===== config.mk =====
export PLATFORM = sky130hd
export DESIGN_NAME = brdu_rem
export DESIGN_NICKNAME = d
export VERILOG_FILES = /design/src/rtl/brdu_pkg.sv /design/src/rtl/brdu_rem.sv
export SDC_FILE = /design/constraint.sdc
export NUM_CORES = 1
export LEC_CHECK = 0
export ABC_AREA = 0
export ABC_CLOCK_PERIOD_IN_PS = 3450
export BUFFER_PORTS_ARGS = -buffer_cell sky130_fd_sc_hd__clkbuf_2
export CAP_MARGIN = 5
export CORE_MARGIN = 2
export CORE_UTILIZATION = 52
export CTS_CLUSTER_SIZE = 10
export DETAILED_ROUTE_END_ITERATION = 7
export GPL_TIMING_DRIVEN = 0
export PLACE_DENSITY = 0.83
export SLEW_MARGIN = 30
export SYNTH_ARGS = -nofsm -noshare
export SYNTH_HDL_FRONTEND = slang
export SYNTH_SLANG_ARGS = --single-unit

===== constraint.sdc =====
create_clock -name clk -period 3.45 [get_ports clk]
set_clock_uncertainty 0.1 [all_clocks]
set_input_delay 0.69 -clock clk [delete_from_list [all_inputs] [get_ports clk]]
set_output_delay 0.69 -clock clk [all_outputs]
set_load 0.02 [all_outputs]

===== src/rtl/brdu_pkg.sv =====
package brdu_pkg;

  localparam int unsigned MtN = 312;
  localparam int unsigned MtM = 156;
  localparam int unsigned PosW = 9;
  localparam logic [63:0] MtMatrix  = 64'hB502_6F5A_A966_19E9;
  localparam logic [63:0] MtUpper   = 64'hFFFF_FFFF_8000_0000;
  localparam logic [63:0] MtLower   = 64'h0000_0000_7FFF_FFFF;
  localparam logic [63:0] MtInitMul = 64'd6364136223846793005;
  localparam logic [31:0] MtInitMulLo = MtInitMul[31:0];
  localparam logic [31:0] MtInitMulHi = MtInitMul[63:32];
  localparam int unsigned UnitShift = 11;

  localparam logic [1:0] FuncIndex  = 2'd0;
  localparam logic [1:0] FuncUnit   = 2'd1;
  localparam logic [1:0] FuncAccept = 2'd2;

  // Unsigned 64-bit remainder request/response between top and divider.
  typedef struct packed {
    logic        start;
    logic [63:0] dividend;
    logic [63:0] divisor;
  } div_req_t;

  typedef struct packed {
    logic        done;
    logic [63:0] rem;
  } div_rsp_t;

  function automatic logic [63:0] temper(input logic [63:0] y_in);
    logic [63:0] y;
    y = y_in;
    y = y ^ ((y >> 29) & 64'h5555_5555_5555_5555);
    y = y ^ ((y << 17) & 64'h71D6_7FFF_EDA6_0000);
    y = y ^ ((y << 37) & 64'hFFF7_EEE0_0000_0000);
    y = y ^ (y >> 43);
    return y;
  endfunction

endpackage


===== src/rtl/brdu_rem.sv =====
module brdu_rem (
  input  logic              clk,
  input  logic              rst_n,
  input  brdu_pkg::div_req_t req,
  output brdu_pkg::div_rsp_t rsp
);
  import brdu_pkg::*;

  logic        busy_r, busy_nxt;
  logic [6:0]  cnt_r, cnt_nxt;
  logic [63:0] quo_r, quo_nxt;
  logic [64:0] rem_r, rem_nxt;
  logic [63:0] dvs_r, dvs_nxt;
  logic        done_r, done_nxt;
  logic [64:0] shifted;

  // Restoring division, one quotient bit per cycle.
  always_comb begin
    busy_nxt = busy_r;
    cnt_nxt  = cnt_r;
    quo_nxt  = quo_r;
    rem_nxt  = rem_r;
    dvs_nxt  = dvs_r;
    done_nxt = 1'b0;
    shifted  = {rem_r[63:0], quo_r[63]};
    if (req.start) begin
      busy_nxt = 1'b1;
      cnt_nxt  = 7'd0;
      quo_nxt  = req.dividend;
      rem_nxt  = 65'd0;
      dvs_nxt  = req.divisor;
    end else if (busy_r) begin
      quo_nxt = {quo_r[62:0], 1'b0};
      if (shifted >= {1'b0, dvs_r}) begin
        rem_nxt = shifted - {1'b0, dvs_r};
      end else begin
        rem_nxt = shifted;
      end
      cnt_nxt = cnt_r + 7'd1;
      if (cnt_r == 7'd63) begin
        busy_nxt = 1'b0;
        done_nxt = 1'b1;
      end
    end
  end

  always_ff @(posedge clk) begin
    if (!rst_n) begin
      busy_r <= 1'b0;
      done_r <= 1'b0;
      cnt_r  <= 7'd0;
    end else begin
      busy_r <= busy_nxt;
      done_r <= done_nxt;
      cnt_r  <= cnt_nxt;
    end
    quo_r <= quo_nxt;
    rem_r <= rem_nxt;
    dvs_r <= dvs_nxt;
  end

  assign rsp.done = done_r;
  assign rsp.rem  = rem_r[63:0];

endmodule


==> flow_metrics.tcl <==
set metrics [dict create \
    slew_violations 0 \
    yosysUniqueCellTypes 73 \
    avgRoutedWirePerCell_um 18.9 \
    placed_cell_area_mm2 0.0134 \
    rows 55 \
    dieHeight_um 156 \
    r2r_cells 14 \
    worst_slew_pin_slew_ns 0.854 \
    slew_headroom_pct 43.1 \
    fmax_ghz 0.291 \
    synth_top_area_share_pct 32.0 \
    yosys_warnings 0 \
    postCtsHoldBufs 0 \
    fp.coreArea_mm2 0.0226 \
    vias_per_cell 5.88 \
    setup_violations 0 \
    antenna-diode-count 0 \
    drtIter0Drc 712 \
    fin_ws_ns 0.0143 \
    min_period_ns 3.44 \
    syn-num-nets 1438 \
    holdWs_ns 0.222 \
    grt_max_degree 39 \
    required_ns 3.80 \
    cts_tree "done" \
    drt.antenna.violating_nets 0 \
    max_cap_violations 0 \
    powerDensity_mw_per_mm2 497 \
    pre_cts_ws_ns -0.803 \
    hold_start "req[1]" \
    firstDrtPassIters 5 \
    clk_latency_ns 0.54 \
    grt_pass1_wl_um 51900 \
    drc 0 \
    ys_seq_area_share_pct 44.2 \
    cts.clk_slew.worst_paths_ns 0.06 \
    hold_path_end "dvs_r[1]$_DFFE_PP_" \
    port_buffers 195 \
    hold_depth 1 \
    clock-root-buffer "clkbuf_16" \
    leakagePower_nw 6.30 \
    cts_sinks 201 \
    die_width_um 156 \
    startpoint_type "flop" \
    cts_buffer_depth 3 \
    syn2layout_area_growth_pct 23.2 \
    antenna_found_initial 0 \
    cp.arrival_ns 3.78 \
    rsz0062_at_grt "yes" \
    synth-async-reset-ratio_pct 0 \
    final_cells 1788 \
    synthTopCellsByArea "edfxtp_1, dfxtp_1, ha_1" \
    grt_usage_pct 26.7 \
    dieArea_mm2 0.0243 \
    synthFlopType "edfxtp_1" \
    critPathKind "reg2reg" \
    grt_pass1_vias 9976 \
    placedCellCount 1723 \
    htree_levels 1 \
    cts_buffers 25 \
    syn_inst 1241 \
    post-route-cell-area_mm2 0.0148 \
    gp_congestion 0.945 \
    syn_area_mm2 0.0120 \
    cp_max_fo 4 \
    hold_viol 0 \
    dp_hpwl_um 24500 \
    ir_drop_v 0.000410 \
    initial_core_util_pct 53.0 \
    wirelength_um 33700 \
    rr_endpoint "rem_r[52]$_SDFFE_PP0P_" \
    vias 10505 \
    io-pin-count 196 \
    status "completed" \
    nNetsFinal 1681 \
    r2r_slack_ns 0.01 \
    ys_ff_latch 201 \
    setup.worst_path.end_class "flop" \
    cp-startpoint "quo_r[63]$_DFFE_PP_" \
    drive_above_1_share_pct 28.7 \
    grt.overflow.total 0 \
    min_path_type "in2reg" \
    finalCritPeriodShare_pct 99.6 \
    worstReg2RegStart "quo_r[63]$_DFFE_PP_" \
    finalSetupTns_ns 0 \
    synth_edf_count 128 \
    synth_top_area_cell "edfxtp_1" \
    synth_area_per_cell_um2 9.67 \
]
## flip-flops by register name (all words and copies together) (netlist names)
name and cells:
rem_r 64, done_r 1, busy_r 1, cnt_r 7, dvs_r 64, quo_r 64
## metrics by stage
stage               power, mW  util (%)
floorplan                4.19         -
finish                   7.34      65.3
global route             7.66      65.3
global placement         4.66      58.9
CTS                      7.21      63.0
detailed placement       4.70      59.1
## cell families (layout without fill, tap and decap cells)
group | Yosys count | in the layout | synth area share (%)
DFF | 201 | 201 | 44.2
buffers and inverters | 157 | 419 | 5.96
muxes | 66 | 66 | 6.16
and+or+nand+nor | 360 | 360 | 13.4
adders and majority gates | 66 | 66 | 6.95
xor gates and xnor gates | 57 | 57 | 4.16
AOI/OAI and AO/OA | 334 | 334 | 19.2
## power breakdown
group	total [mW]	switching, mW	internal, mW
clock network	2.46	1.02	1.44
registers	2.92	0.129	2.80
logic	1.96	1.16	0.800
total	7.34	2.30	5.04
## layer usage
layer  wire, um  track usage [%]  up-vias  share of wire (%)
li1           -                -     5012                  -
met1      13600             34.2     4938                 40
met2      15600             43.7      470                 46
met3       3320             7.08       85                9.8
met4       1210             9.96        0                3.6
met5          0                0        -                  0
## cell type report
cell class                 instances  area (um^2)
timing repair buffer             222         1220
clock inverter                     4         33.8
sequential                       201         5310
tap                              285          357
fill                            1829         7860
buffer                            66          424
inverter                          85          319
clock buffer                      42          731
multi-input combinational        883         6390
## worst max path at each step
stage,slack [ns],end
after floorplan,0.06,rem_r[52]$_SDFFE_PP0P_
after global placement,-1.87,quo_r[20]$_DFFE_PP_
after detailed placement,-0.80,rem_r[52]$_SDFFE_PP0P_
after CTS,-0.07,rem_r[52]$_SDFFE_PP0P_
after global routing,-0.09,rem_r[52]$_SDFFE_PP0P_
final,0.01,rem_r[52]$_SDFFE_PP0P_
## synth_stat cells, drive strengths merged (15+ instances only)
master  count
o21bai     21
buf        27
a31oi      15
o21ai      57
nor2      102
a21oi      98
nand2     157
inv        83
nor3       15
a311oi     48
a21o       30
xnor2      34
dfxtp      73
ha         65
xor2       23
clkbuf     42
mux2       63
nand4      33
edfxtp    128
## critical path, stage by stage, from the launching register on
cell      delay, ns
edfxtp_1       0.40
inv_1          0.08
ha_2           0.18
inv_1          0.06
fa_2           0.35
a21o_1         0.21
a221oi_4       0.36
a211oi_2       0.15
o211a_1        0.28
a211oi_4       0.29
o21ai_4        0.13
a211oi_2       0.28
xnor2_1        0.15
nand2_1        0.08
a311oi_2       0.23
## layout by cell type (no fill, tap or decap), types with 11 or more instances in the layout
cell type  Yosys  routed
buf_4          5      28
ha_1          65      55
xor2_1        23      23
nor2_1       102     100
nor3_1        13      11
a311oi_2       0      12
clkbuf_2       0     194
xnor2_1       34      34
o21bai_1      21      20
mux2_2        63      63
edfxtp_1     128     128
a31oi_1       15      14
a21o_1        30      30
nand2_1      156     154
dfxtp_1       73      73
inv_1         83      80
clkbuf_16      0      26
o21ai_0       50      46
a21oi_1       91      83
a311oi_1      48      36
nand4_1       33      33
clkbuf_1      40      47
## repair_timing
item,in CTS,in global routing
setup buffers,4,21
setup endpoints to repair,62,64
gates resized for setup,26,82
pin swaps,4,40
(Power assumes the default switching activity.)
